### src/hdl/bslm_pkg.sv
`default_nettype none
package bslm_pkg;

  typedef enum logic [1:0] {
    MODE_ALLOC     = 2'd0,
    MODE_COMPLETE  = 2'd1,
    MODE_RECREATE  = 2'd2,
    MODE_OPEN_ACK  = 2'd3
  } mode_t;

  typedef enum logic [3:0] {
    STAT_GRANTED      = 4'd0,
    STAT_NONE_FREE    = 4'd1,
    STAT_OPEN_PENDING = 4'd2,
    STAT_COMPLETED    = 4'd3,
    STAT_STALE        = 4'd4,
    STAT_OUTDATED     = 4'd5,
    STAT_BAD_INDEX    = 4'd6,
    STAT_RECREATED    = 4'd7,
    STAT_OPEN_ACKED   = 4'd8,
    STAT_NOT_PENDING  = 4'd9
  } status_t;

  typedef enum logic [2:0] {
    S_IDLE,
    S_EXEC,
    S_SEARCH,
    S_DONE
  } state_t;

  typedef struct packed {
    logic load_in;
    logic exec;
    logic sweep;
    logic search;
    logic out_load;
  } cmd_t;

  typedef struct packed {
    logic alloc_go;
    logic search_done;
    logic out_free;
  } sts_t;

  localparam logic [31:0] TIMEOUT_RESET = 32'd5000;
  localparam int          SLOT_W        = 4;
  localparam int          SEQ_W         = 64;
  localparam int          TICK_W        = 32;
  localparam int          IN_DATA_W     = 104;
  localparam int          OUT_DATA_W    = 72;

endpackage
`default_nettype wire

### src/hdl/bslm_ctrl.sv
`default_nettype none
module bslm_ctrl
  import bslm_pkg::*;
(
  input  wire logic clk,
  input  wire logic rst,
  input  wire logic s_tvalid,
  output logic      s_tready,
  input  wire sts_t sts,
  output cmd_t      cmd
);

  state_t state, state_next;

  always_ff @(posedge clk) begin
    if (rst) begin
      state <= S_IDLE;
    end else begin
      state <= state_next;
    end
  end

  always_comb begin
    state_next = state;
    case (state)
      S_IDLE: begin
        if (s_tvalid) state_next = S_EXEC;
      end
      S_EXEC: begin
        state_next = sts.alloc_go ? S_SEARCH : S_DONE;
      end
      S_SEARCH: begin
        if (sts.search_done) state_next = S_DONE;
      end
      S_DONE: begin
        if (sts.out_free) state_next = S_IDLE;
      end
      default: state_next = S_IDLE;
    endcase
  end

  always_comb begin
    cmd      = '0;
    s_tready = 1'b0;
    case (state)
      S_IDLE: begin
        s_tready    = 1'b1;
        cmd.load_in = s_tvalid;
      end
      S_EXEC: begin
        cmd.sweep = sts.alloc_go;
        cmd.exec  = !sts.alloc_go;
      end
      S_SEARCH: begin
        cmd.search = 1'b1;
      end
      S_DONE: begin
        cmd.out_load = sts.out_free;
      end
      default: begin
        cmd = '0;
      end
    endcase
  end

endmodule
`default_nettype wire

### src/hdl/bslm_dp.sv
`default_nettype none
module bslm_dp
  import bslm_pkg::*;
#(
  parameter int SLOTS = 4
) (
  input  wire logic                    clk,
  input  wire logic                    rst,
  input  wire cmd_t                    cmd,
  output sts_t                         sts,
  input  wire logic [IN_DATA_W-1:0]    s_tdata,
  input  wire logic [1:0]              s_tuser,
  input  wire logic [TICK_W-1:0]       timeout,
  output logic                         m_tvalid,
  input  wire logic                    m_tready,
  output logic [OUT_DATA_W-1:0]        m_tdata,
  output logic [3:0]                   m_tuser
);

  localparam int IW = (SLOTS > 1) ? $clog2(SLOTS) : 1;
  localparam logic [IW-1:0] LAST_IDX = IW'(SLOTS - 1);

  logic              leased    [SLOTS];
  logic [SEQ_W-1:0]  seqs      [SLOTS];
  logic [TICK_W-1:0] start     [SLOTS];
  logic [IW-1:0]     next_index;
  logic              open_pending;
  logic              reopen_flag;

  mode_t             mode_q;
  logic [SLOT_W-1:0] slot_q;
  logic [SEQ_W-1:0]  seq_q;
  logic [TICK_W-1:0] now_q;

  logic [IW-1:0]     sidx;
  logic [IW-1:0]     scount;

  status_t           res_status;
  logic [IW-1:0]     res_slot;
  logic [SEQ_W-1:0]  res_seq;

  status_t           out_status;
  logic [SLOT_W-1:0] out_slot;
  logic [SEQ_W-1:0]  out_seq;
  logic              out_reopen;

  logic              slot_ok;
  logic [IW-1:0]     rd_idx;
  logic              rd_leased;
  logic [SEQ_W-1:0]  rd_seq;
  logic              seq_older;
  logic [IW-1:0]     sidx_inc;
  logic              expired [SLOTS];
  logic              any_expired;

  always_comb begin
    slot_ok   = {1'b0, slot_q} < (SLOT_W + 1)'(SLOTS);
    rd_idx    = (mode_q == MODE_COMPLETE) ? slot_q[IW-1:0] : sidx;
    rd_leased = leased[rd_idx];
    rd_seq    = seqs[rd_idx];
    seq_older = rd_seq >= seq_q;
    sidx_inc  = (sidx == LAST_IDX) ? '0 : sidx + IW'(1);
    any_expired = 1'b0;
    for (int i = 0; i < SLOTS; i++) begin
      expired[i] = leased[i] && ((now_q - start[i]) > timeout);
      any_expired = any_expired || expired[i];
    end
  end

  always_comb begin
    sts.alloc_go    = (mode_q == MODE_ALLOC) && !open_pending;
    sts.search_done = !rd_leased || (scount == LAST_IDX);
    sts.out_free    = !m_tvalid || m_tready;
  end

  // slot state and flags
  always_ff @(posedge clk) begin
    if (rst) begin
      for (int i = 0; i < SLOTS; i++) begin
        leased[i] <= 1'b0;
        seqs[i]   <= '0;
        start[i]  <= '0;
      end
      next_index   <= '0;
      open_pending <= 1'b0;
      reopen_flag  <= 1'b0;
    end else begin
      if (cmd.sweep) begin
        for (int i = 0; i < SLOTS; i++) begin
          if (expired[i]) begin
            leased[i]   <= 1'b0;
            start[i]    <= '0;
          end
        end
        if (any_expired) reopen_flag <= 1'b1;
      end
      if (cmd.search && !rd_leased) begin
        leased[sidx] <= 1'b1;
        start[sidx]  <= now_q;
        next_index   <= sidx_inc;
      end
      if (cmd.exec) begin
        case (mode_q)
          MODE_COMPLETE: begin
            if (slot_ok && rd_leased) begin
              leased[rd_idx] <= 1'b0;
              start[rd_idx]  <= '0;
              if (!seq_older) seqs[rd_idx] <= seq_q + SEQ_W'(1);
            end
          end
          MODE_RECREATE: begin
            for (int i = 0; i < SLOTS; i++) begin
              leased[i] <= 1'b0;
              seqs[i]   <= '0;
              start[i]  <= '0;
            end
            next_index   <= '0;
            open_pending <= 1'b1;
            reopen_flag  <= 1'b0;
          end
          MODE_OPEN_ACK: begin
            open_pending <= 1'b0;
          end
          default: begin
          end
        endcase
      end
    end
  end

  // transaction latch, search walk and result
  always_ff @(posedge clk) begin
    if (cmd.load_in) begin
      mode_q <= mode_t'(s_tuser);
      slot_q <= s_tdata[SLOT_W-1:0];
      seq_q  <= s_tdata[SLOT_W +: SEQ_W];
      now_q  <= s_tdata[SLOT_W + SEQ_W +: TICK_W];
    end
    if (cmd.sweep) begin
      sidx   <= next_index;
      scount <= '0;
    end
    if (cmd.search) begin
      if (!rd_leased) begin
        res_status <= STAT_GRANTED;
        res_slot   <= sidx;
        res_seq    <= rd_seq;
      end else if (scount == LAST_IDX) begin
        res_status <= STAT_NONE_FREE;
        res_slot   <= '0;
        res_seq    <= '0;
      end else begin
        sidx   <= sidx_inc;
        scount <= scount + IW'(1);
      end
    end
    if (cmd.exec) begin
      res_slot <= '0;
      res_seq  <= '0;
      case (mode_q)
        MODE_ALLOC: res_status <= STAT_OPEN_PENDING;
        MODE_COMPLETE: begin
          if (!slot_ok)       res_status <= STAT_BAD_INDEX;
          else if (!rd_leased) res_status <= STAT_STALE;
          else if (seq_older)  res_status <= STAT_OUTDATED;
          else                 res_status <= STAT_COMPLETED;
        end
        MODE_RECREATE: res_status <= STAT_RECREATED;
        MODE_OPEN_ACK: res_status <= open_pending ? STAT_OPEN_ACKED : STAT_NOT_PENDING;
        default:       res_status <= STAT_NOT_PENDING;
      endcase
    end
    if (cmd.out_load) begin
      out_status <= res_status;
      out_slot   <= SLOT_W'(res_slot);
      out_seq    <= res_seq;
      out_reopen <= reopen_flag;
    end
  end

  always_ff @(posedge clk) begin
    if (rst) begin
      m_tvalid <= 1'b0;
    end else if (cmd.out_load) begin
      m_tvalid <= 1'b1;
    end else if (m_tready) begin
      m_tvalid <= 1'b0;
    end
  end

  assign m_tuser = out_status;
  assign m_tdata = {3'b000, out_reopen, out_seq, out_slot};

endmodule
`default_nettype wire

### src/hdl/buffer_slot_lease_manager_unit.sv
// Buffer slot lease manager.
// Input stream (s_*): one request transaction per item; s_tuser carries the
// request mode (allocate, completion, recreate, open acknowledge), s_tdata
// the slot index, returned sequence value and current tick count.
// Output stream (m_*): exactly one response transaction per request;
// m_tuser carries the status code, m_tdata the granted slot, its sequence
// value and the reopen request flag.
// APB port: register 0 at address 0 is the lease timeout in ticks.
// Sequencing: completion, recreate, open acknowledge and a blocked allocate
// go from acceptance through the execute state to the output load. An
// allocate runs the parallel timeout sweep, then the round-robin search
// probes slots in turn until a free one is found or all were probed, then
// loads the output. One request is in work at a time.
// The output register holds a finished response while the sink stalls and
// the next request is accepted meanwhile; its result waits until the
// output register frees.
// Reset (synchronous, rst high) frees all slots, zeroes sequences, stamps
// and the search index, clears open-pending and reopen, timeout = 5000.
`default_nettype none
module buffer_slot_lease_manager_unit
  import bslm_pkg::*;
#(
  parameter int SLOTS = 4
) (
  input  wire logic                  clk,
  input  wire logic                  rst,
  input  wire logic                  s_tvalid,
  output logic                       s_tready,
  input  wire logic [IN_DATA_W-1:0]  s_tdata,   // slot[3:0], seq_value[67:4], now_ticks[99:68]
  input  wire logic [1:0]            s_tuser,   // mode[1:0]
  output logic                       m_tvalid,
  input  wire logic                  m_tready,
  output logic [OUT_DATA_W-1:0]      m_tdata,   // granted_slot[3:0], slot_seq[67:4], reopen_request[68]
  output logic [3:0]                 m_tuser,   // status[3:0]
  input  wire logic                  psel,
  input  wire logic                  penable,
  input  wire logic                  pwrite,
  input  wire logic [2:0]            paddr,
  input  wire logic [31:0]           pwdata,
  output logic [31:0]                prdata,
  output logic                       pready
);

  logic [TICK_W-1:0] timeout;
  cmd_t              cmd;
  sts_t              sts;

  assign pready = 1'b1;

  always_ff @(posedge clk) begin
    if (rst) begin
      timeout <= TIMEOUT_RESET;
    end else if (psel && penable && pwrite && pready && !paddr[2]) begin
      timeout <= pwdata;
    end
  end

  assign prdata = paddr[2] ? 32'd0 : timeout;

  bslm_ctrl u_ctrl (
    .clk      (clk),
    .rst      (rst),
    .s_tvalid (s_tvalid),
    .s_tready (s_tready),
    .sts      (sts),
    .cmd      (cmd)
  );

  bslm_dp #(
    .SLOTS (SLOTS)
  ) u_dp (
    .clk      (clk),
    .rst      (rst),
    .cmd      (cmd),
    .sts      (sts),
    .s_tdata  (s_tdata),
    .s_tuser  (s_tuser),
    .timeout  (timeout),
    .m_tvalid (m_tvalid),
    .m_tready (m_tready),
    .m_tdata  (m_tdata),
    .m_tuser  (m_tuser)
  );

endmodule
`default_nettype wire
### config.mk
export PLATFORM = sky130hd
export DESIGN_NAME = buffer_slot_lease_manager_unit
export DESIGN_NICKNAME = d
export VERILOG_FILES = /design/src/hdl/bslm_pkg.sv /design/src/hdl/bslm_ctrl.sv /design/src/hdl/bslm_dp.sv /design/src/hdl/buffer_slot_lease_manager_unit.sv
export SDC_FILE = /design/constraint.sdc
export NUM_CORES = 1
export LEC_CHECK = 0
export BUFFER_PORTS_ARGS = -buffer_cell sky130_fd_sc_hd__buf_4
export CAP_MARGIN = 20
export CORE_MARGIN = 5
export CORE_UTILIZATION = 45
export CTS_CLUSTER_DIAMETER = 40
export DETAILED_ROUTE_END_ITERATION = 12
export GPL_ROUTABILITY_DRIVEN = 0
export HOLD_SLACK_MARGIN = 0.1
export MAX_ROUTING_LAYER = met4
export RECOVER_POWER = 25
export REMOVE_ABC_BUFFERS = 1
export SYNTH_ARGS = -nofsm -noshare
export SYNTH_HDL_FRONTEND = slang
export SYNTH_SLANG_ARGS = --single-unit
### constraint.sdc
create_clock -name clk -period 8.8 [get_ports clk]
set_input_delay 0.88 -clock clk [delete_from_list [all_inputs] [get_ports clk]]
set_output_delay 0.88 -clock clk [all_outputs]
set_load 0.005 [all_outputs]
Word-level counts from Yosys, hierarchy flattened. Memory sizes are Yosys's and may differ from the RTL's. Index checks and enable logic that the tools add are counted.

Add/subtract/negate cells: 7. Order comparisons: 6. Equality and inequality tests: 13. Mux-type cells: 115. Bitwise logic cells: 20. Reductions and logical operators: 34.

Operators by type and width (count): two-way mux 64 bit (7); two-way mux 32 bit (11); greater-than comparator 32 bit (4); subtractor 32 bit (4); adder 64 x 1 -> 64 bit, second input constant (1); >= comparator 64 bit (1); OR reduction 32 bit (2); OR reduction 64 bit (1); two-way mux 1 bit (63); two-way mux 2 bit (21); two-way mux 4 bit (6); bitwise OR 1 bit (20); case mux 4 bit (4 select lines) (1); two-way mux 3 bit (4); case mux 3 bit (4 select lines) (1); logical AND 1 bit (10); == test 2 bit, second input constant (4); == test 3 x 2 -> 1 bit, second input constant (2); != test 2 bit, second input constant (3); AND reduction 2 bit (3); nonzero test 2 bit (3); logical NOT 1 bit (5); logical OR 1 bit (5); adder 2 x 1 -> 2 bit, second input constant (2); other kinds (10) (11).

Register bits after elaboration: 287. Memory bits (writable): 388. Output and inout port bits: 111. Word-level logic and storage cells: 217. Memories kept: 3.

Memory list: u_dp.seqs (words 4, bits a word 64, read ports 1, clocked after memory_dff 0, wr ports 4, line bslm_dp.sv:24) `logic [SEQ_W-1:0] seqs [SLOTS];`; u_dp.start (words 4, bits a word 32, read ports 4, clocked after memory_dff 0, wr ports 4, line bslm_dp.sv:25) `logic [TICK_W-1:0] start [SLOTS];`; u_dp.leased (words 4, bits a word 1, read ports 5, clocked after memory_dff 0, wr ports 4, line bslm_dp.sv:23) `logic leased [SLOTS];`.

Depth between registers and ports, before layout. Gate-level depths: netlist of the first run. An unclocked memory read counts as a cell.

Depth after elaboration: 12. Gate-level depth with buffers: 23.

Cells and area by module. From an unflattened synthesis of the first run, not the netlist that was laid out.

Cells, all modules: 3263. Area, all modules: 37483.4 µm².

By module, submodules not included: bslm_dp (times used 1, cells an instance 3064, area each 35602.9 µm²); buffer_slot_lease_manager_unit (times used 1, cells an instance 177, area each 1672.9 µm²); bslm_ctrl (times used 1, cells an instance 22, area each 207.7 µm²).

Least setup slack after synthesis of the first run. OpenSTA, ideal clock, no wires.

Path kind: register -> register. From: register u_dp.mode_q[1]. To: memory u_dp.seqs[1][0] (enable). Setup time: 423 ps. Arrival time: 5730 ps. Slack: 2646 ps. Stages on the path, launching flop included: 18. Buffers on the path: 4. Period minus slack after synthesis: 6154 ps. Cell sequence: edfxtp_1 > nand2b_1 > buf_4 > mux2_4 > buf_1 > mux4_2 > ha_1 > a21o_1 > a21o_1 > a211o_1 > o211ai_1 > a21oi_1 > a2111o_1 > o31ai_4 > nand4_1 > buf_2 > buf_6 > nand2_1.

RTL lines: from (decl) (line bslm_dp.sv:30) `mode_t mode_q;`; from (signal assigned) (line bslm_dp.sv:134) `mode_q <= mode_t'(s_tuser);`; to (decl) (line bslm_dp.sv:24).

==> results.yml, run 1 <==
clock_network:
  ctsLongestPathBuffers: 3
  post_cts_buffers: 0
  cts_tree: "yes"
  htree_levels: 3
  clock_latency_ns: 0.70
  cts_buffers: 112
  root_buffer: "clkbuf_16"
  ctsResizeCount: 0
  clkSlewWorstSetupHoldPaths_ns: 0.06
  cts_num_sinks: 674
  cts-hold-fix-buffers: 0
yosys:
  ys.warnings.count: 0
  async_flop_share_pct: 0
  ys_seq_area_share_pct: 52.0
  synth_cell_types: 77
  syn_area_sq_mm: 0.0368
  synth_edf_count: 565
  ys.flop_type: "edfxtp_1"
  syn_inst: 3240
  avgSynthCellArea_sq_um: 11.4
  synth-seq-cells: 674
setup_path:
  timing.rr.start: "u_dp.now_q[0]$_DFFE_PP_"
  rr_endpoint: "u_dp.start[1][6]$_SDFFCE_PN0P_"
  worstSetupEndpointType: "flip-flop"
  cp.arrival_ns: 7.21
  path_max_fanout: 32
  worst_setup_path_start_kind: "flip-flop"
  crit_path_end: "u_dp.start[1][6]$_SDFFCE_PN0P_"
  worst_ep_required_time_ns: 9.11
  crit_type: "flip-flop to flip-flop"
  rrSetupSlack_ns: 1.91
  crit_path_start: "u_dp.now_q[0]$_DFFE_PP_"
  worstRegToRegCells: 23
floorplan:
  io_pins: 259
  die-area_sq_mm: 0.0876
  die_x_um: 296
  start_util_pct: 45.6
  num_rows: 104
  die_h_um: 296
  core-area_sq_mm: 0.0808
finish:
  syn_to_final_growth_pct: 18.6
  fillerInstances: 6922
  drive_gt1_share_pct: 14.5
  layout.nets: 4001
global_route:
  antenna_found_initial: 0
  grt_pass1_vias: 27100
  grt_pass1_wl_um: 152000
  grt.total_usage_pct: 23.1
  grt_max_degree: 72
  grt_overflow: 0
sta:
  clock_skew_ns: 0.0823
  fmax_mhz: 145
  finalSetupViolCount: 0
  relSlewSlack_pct: -74.6
  tns_ns: 0
  post-route-min-period_ns: 6.89
  drv_slew: 153
  rsz0062_at_grt: "false"
  worstMarginPinSlew_ns: 2.62
  hold_viol: 0
  min_period_over_period_pct: 78.3
route:
  vias_per_cell: 5.61
  drt-initial-drc-count: 1843
  wl_per_cell_um: 21.4
  num_vias: 26300
  postRouteAntennaNets: 0
  routed_wirelength_um: 100000
  drc: 0
  drt_pre_antenna_iters: 8
worst_hold_path:
  hp-class: "flip-flop to flip-flop"
placed_design:
  port_buffers: 246
  place_hpwl_um: 69300
flow_run:
  maxCapViolCount: 5
outcome:
  outcome: "complete, but fails checks"
  violations: "capacitance limit, slew limit"
power:
  leakage_uw: 0.0176
  power_density_mw_per_mm2: 313
  ir_drop_mv: 0.203
  power.total_uw: 13700
-- registers in the layout, summed over array words and instances (netlist names), 4 cells and up --
signal,cells
timeout,32
u_dp.m_tuser,4
u_dp.res_seq,64
u_dp.slot_q,4
u_dp.seq_q,64
u_dp.out_seq,64
u_dp.start,128
u_dp.leased,4
u_dp.now_q,32
u_dp.seqs,256
u_dp.res_status,4
-- report_power, final --
part | total (uW) | leakage [uW] | internal, uW | switching, uW
sequential | 4320 | 0.00659 | 4010 | 312
clock | 4560 | 0.00193 | 2900 | 1660
combinational | 4790 | 0.00906 | 2010 | 2780
total | 13700 | 0.0176 | 8920 | 4750
-- stage by stage --
| stage | std cells | instance area [sq um] | utilization (%) | hold slack [ns] | setup slack [ns] |
|---|---|---|---|---|---|
| floorplan | 3134 | 36200 | - | 0.400 | 0.796 |
| global placement | 4471 | 39700 | 49.1 | 0.412 | 2.09 |
| detailed placement | 4471 | 39700 | 49.1 | 0.410 | 2.02 |
| CTS | 4685 | 43700 | 54.1 | 0.319 | 1.99 |
| global route | 4686 | 43600 | 54.0 | 0.347 | 1.55 |
| finish | 4687 | 43600 | 54.0 | 0.371 | 1.91 |
-- cell type report --
| class | instances | area [sq um] | area share [%] |
|---|---|---|---|
| clock buffers | 136 | 3030 | 6.93 |
| clock inverters | 78 | 1010 | 2.32 |
| inverters | 257 | 965 | 2.21 |
| flip-flops and latches | 674 | 19100 | 43.9 |
| repair buffers | 278 | 2020 | 4.63 |
| diodes | 1 | 2.50 | 0.00573 |
| multi-input cells | 2203 | 16100 | 37.0 |
| well taps | 1060 | 1330 | 3.04 |
-- cell families after synthesis --
kind of cell,after synthesis,share of synthesized area [%]
fa+ha+maj,327,11.2
buf+inv,367,4.29
other cells,2,0.0204
flops,674,52.0
xor+xnor,164,3.90
simple gates,1021,13.3
mux,71,4.16
compound gates,614,11.1
-- synthesized netlist by cell type (11+ instances only) --
master | count | area share (%)
edfxtp_1 | 565 | 46
nor2_1 | 411 | 4.2
ha_1 | 323 | 11
inv_1 | 257 | 2.6
a21oi_1 | 183 | 2.5
nand2_1 | 173 | 1.8
and2_1 | 135 | 2.3
xnor2_1 | 128 | 3.0
dfxtp_1 | 109 | 5.9
a21o_1 | 100 | 2.0
o21ai_0 | 90 | 1.2
a22o_1 | 66 | 1.6
mux4_2 | 65 | 4.0
nand4_1 | 65 | 1.1
nand3_1 | 62 | 0.84
clkbuf_1 | 57 | 0.58
nor3_1 | 39 | 0.53
xor2_1 | 36 | 0.86
nor2b_1 | 34 | 0.58
o21a_1 | 31 | 0.63
and3_1 | 27 | 0.46
nand2b_1 | 23 | 0.39
buf_6 | 20 | 0.61
a211oi_1 | 18 | 0.37
a31oi_1 | 17 | 0.29
o211ai_1 | 16 | 0.33
o21bai_1 | 16 | 0.33
buf_2 | 15 | 0.20
a211o_1 | 12 | 0.29
and4_1 | 12 | 0.29
or3_1 | 11 | 0.19
-- worst max-delay path: stages (launching register included) --
cell and delay, ns:
edfxtp_1 0.39, inv_1 0.25, ha_1 0.22, inv_1 0.05, fa_1 0.41, a211oi_1 0.30, o21ai_0 0.17, a2111oi_0 0.66
nor2_1 0.26, a221o_1 0.45, a31oi_1 0.27, o21ai_0 0.27, nand4_1 0.18, o311ai_0 0.16, ha_1 0.32, nand4_1 0.15
nor4_1 0.63, inv_1 0.11, nor3_1 0.18, inv_1 0.08, or4_1 0.55, nand3_1 0.12, nand2_1 0.08, buf_4 0.30
-- cell usage in the layout, fill, tap and decap left out, types with 7 or more instances in the layout --
cell type	instances
buf_4	98
and3_1	27
or3_1	11
inv_1	257
a211o_1	12
a22o_1	66
clkbuf_4	143
nand2b_1	23
mux4_2	65
bufinv_16	14
nand4_1	65
a31oi_1	17
o21bai_1	16
edfxtp_1	565
and2_1	134
clkbuf_8	9
ha_1	323
o31ai_1	7
a21o_1	100
and4_1	12
a211oi_1	18
clkinvlp_4	11
nor2b_1	33
inv_6	18
clkbuf_16	114
clkbuf_1	46
nand3_1	62
xnor2_1	128
nand2_1	169
o21ai_0	90
clkinv_2	9
a21oi_1	183
nor2_1	410
o211ai_1	16
o21a_1	31
nor3_1	39
xor2_1	36
nor4_1	8
dfxtp_1	109
clkinv_4	10
-- metal layers --
metal | up-vias | GRT usage (%) | routed length, um
li1 | 12400 | - | -
met4 | 0 | 7.72 | 3300
met2 | 804 | 39.7 | 49900
met5 | - | - | 0
met3 | 205 | 3.64 | 5640
met1 | 12900 | 27.9 | 41400
-- how the worst min path moves through the flow --
stage / startpoint / endpoint / slack, ns / depth (start not counted)
5_1_grt: s_tdata[22] / u_dp.seq_q[18]$_DFFE_PP_ / 0.35 / 1
4_1_cts: s_tdata[64] / u_dp.seq_q[60]$_DFFE_PP_ / 0.32 / 1
3_3_place_gp: u_dp.res_status[0]$_DFFE_PP_ / u_dp.m_tuser[0]$_DFFE_PP_ / 0.41 / 0
6_report: u_dp.res_seq[57]$_SDFFE_PP0P_ / u_dp.out_seq[57]$_DFFE_PP_ / 0.37 / 0
2_1_floorplan: u_dp.res_status[0]$_DFFE_PP_ / u_dp.m_tuser[0]$_DFFE_PP_ / 0.40 / 0
3_5_place_dp: u_dp.res_status[0]$_DFFE_PP_ / u_dp.m_tuser[0]$_DFFE_PP_ / 0.41 / 0
No activity file was read; power rests on OpenSTA's default activity.
==> run 2, diff against run 1 <==
clock period = 6.65 ns   (was 8.8 ns; I/O delays follow)
==> run 2 against run 1 <==
- the run still ends with capacitance limit, slew limit left
- largest power group unchanged
- count of clock-buffer cells in the layout decreased by 12
- register-to-register slack got worse by 1.5 ns
- highest routed layer unchanged
- flip-flop and latch count is the same
- utilization is 0.11 points lower
- critical endpoint is now u_dp.start[1][11]$_SDFFCE_PN0P_
==> results.yml, run 2 (synthesized netlist as in run 1, its figures left out) <==
outcome:
  outcome: "complete, but fails checks"
  violations: "capacitance limit, slew limit"
setup_path:
  cp.arrival_ns: 6.58
  rrSetupSlack_ns: 0.44
  timing.rr.start: "u_dp.now_q[0]$_DFFE_PP_"
  rr_endpoint: "u_dp.start[1][11]$_SDFFCE_PN0P_"
  worstRegToRegCells: 23
  crit_type: "flip-flop to flip-flop"
  worst_ep_required_time_ns: 7.02
  worstSetupEndpointType: "flip-flop"
  worst_setup_path_start_kind: "flip-flop"
  path_max_fanout: 17
floorplan:
  num_rows: 104
  start_util_pct: 45.6
  die_x_um: 296
  core-area_sq_mm: 0.0808
  die_h_um: 296
  die-area_sq_mm: 0.0876
  io_pins: 259
clock_network:
  cts_buffers: 107
  root_buffer: "clkbuf_16"
  cts-hold-fix-buffers: 0
  post_cts_buffers: 0
  clkSlewWorstSetupHoldPaths_ns: 0.06
  clock_latency_ns: 0.70
  htree_levels: 3
  cts_num_sinks: 674
  ctsLongestPathBuffers: 3
  cts_tree: "yes"
sta:
  rsz0062_at_grt: "false"
  hold_viol: 0
  post-route-min-period_ns: 6.21
  timing.hold.ws_ns: 0.162
  relSlewSlack_pct: -122
  fmax_mhz: 161
  clock_skew_ns: 0.0617
  drv_slew: 189
  min_period_over_period_pct: 93.4
  worstMarginPinSlew_ns: 3.34
  finalSetupViolCount: 0
  fin_ws_ns: 0.436
power:
  power_density_mw_per_mm2: 407
  leakage_uw: 0.0176
  ir_drop_mv: 0.220
finish:
  regMostFlops: "u_dp.seqs"
  largest_reg_flops: 256
  mostFrequentLayoutCells: "edfxtp_1, nor2_1, ha_1"
  final_common_cell: "edfxtp_1"
  layout.nets: 4005
  syn_to_final_growth_pct: 18.3
  stdcell_count: 4683
  diodes: 0
  fin_area_sq_mm: 0.0436
  reg_top3: "u_dp.seqs (256), u_dp.start (128)"
  drive_gt1_share_pct: 14.8
global_route:
  antenna_found_initial: 0
  grt_pass1_wl_um: 149000
  grt_max_degree: 65
  grt_overflow: 0
  grt.total_usage_pct: 22.6
  grt_pass1_vias: 27300
worst_hold_path:
  worstHoldEndpoint: "u_dp.seq_q[25]$_DFFE_PP_"
  hp-class: "primary input to flip-flop"
  hp-start: "s_tdata[29]"
  hold_depth: 1
placed_design:
  pre_cts_ws_ns: 0.508
  dpl.cell_count: 4481
  port_buffers: 246
  placed_area_sq_mm: 0.0399
  place_hpwl_um: 67900
route:
  num_vias: 26300
  drc: 0
  vias_per_cell: 5.62
  drt-initial-drc-count: 1777
  postRouteAntennaNets: 0
  wl_per_cell_um: 20.9
  routed_wirelength_um: 98000
  drt_pre_antenna_iters: 5
flow_run:
  maxCapViolCount: 5
==> run 2: layout make-up <==
class                           count  area, sq um
Clock inverter                     78          948
Sequential cell                   674        19100
Tap cell                         1060         1330
Fill cell                        6907        37300
Multi-Input combinational cell   2203        16100
Timing Repair Buffer              287         2190
Clock buffer                      124         2840
Inverter                          257          965
==> run 2: per-layer routing <==
| metal | track usage (%) | routed length [um] | vias to the layer above | share of wire (%) |
|---|---|---|---|---|
| met5 | - | 0 | - | 0 |
| met4 | 9.02 | 3800 | 0 | 3.9 |
| met3 | 3.12 | 5860 | 199 | 6.0 |
| met2 | 38.5 | 48200 | 854 | 49 |
| met1 | 27.4 | 40100 | 12900 | 41 |
| li1 | - | - | 12400 | - |
==> run 2: power breakdown <==
part / internal, uW / switching [uW] / total [uW]
registers: 5310 / 379 / 5690
clock network: 3550 / 2160 / 5710
logic: 2680 / 3660 / 6340
==> run 2: worst max-delay path, stage by stage (launching register included) <==
cell,delay (ns)
edfxtp_1,0.39
inv_1,0.09
ha_1,0.17
inv_1,0.05
fa_1,0.42
a211oi_1,0.30
o21ai_0,0.18
a2111oi_0,0.57
nor2_1,0.25
a221o_1,0.43
a31oi_1,0.20
o21ai_0,0.24
nand4_1,0.19
o311ai_0,0.15
ha_1,0.32
nand4_1,0.18
nor4_1,0.42
inv_1,0.14
nor3_1,0.19
inv_1,0.07
or4_1,0.55
nand3_1,0.11
nand2_1,0.07
buf_4,0.23
==> run 2: what timing repair did <==
item	CTS	global route
endpoints found under the setup margin	0	33
gates resized for setup	0	1
hold endpoints to repair	0	0
==> run 2: through the flow <==
| stage | total power [uW] | util, % | TNS [ns] |
|---|---|---|---|
| finish | 17700 | 53.9 | 0 |
| CTS | 17900 | 54.0 | 0 |
| detailed placement | 12100 | 49.3 | 0 |
| global route | 18800 | 53.9 | 0 |
| floorplan | 10200 | - | -346.44 |
| global placement | 11900 | 49.3 | 0 |
==> run 2: worst max path at each step <==
stage                        startpoint                         endpoint  slack, ns  cells after the start
6_report        u_dp.now_q[0]$_DFFE_PP_  u_dp.start[1][11]$_SDFFCE_PN0P_       0.44                     23
5_1_grt         u_dp.now_q[0]$_DFFE_PP_  u_dp.start[1][11]$_SDFFCE_PN0P_       0.12                     23
3_3_place_gp    u_dp.now_q[0]$_DFFE_PP_  u_dp.start[1][29]$_SDFFCE_PN0P_       0.51                     23
2_1_floorplan  u_dp.mode_q[1]$_DFFE_PP_    u_dp.seqs[0][0]$_SDFFCE_PN0P_      -1.35                     13
4_1_cts         u_dp.now_q[0]$_DFFE_PP_   u_dp.start[3][4]$_SDFFCE_PN0P_       0.48                     24
3_5_place_dp    u_dp.now_q[0]$_DFFE_PP_  u_dp.start[3][30]$_SDFFCE_PN0P_       0.51                     24
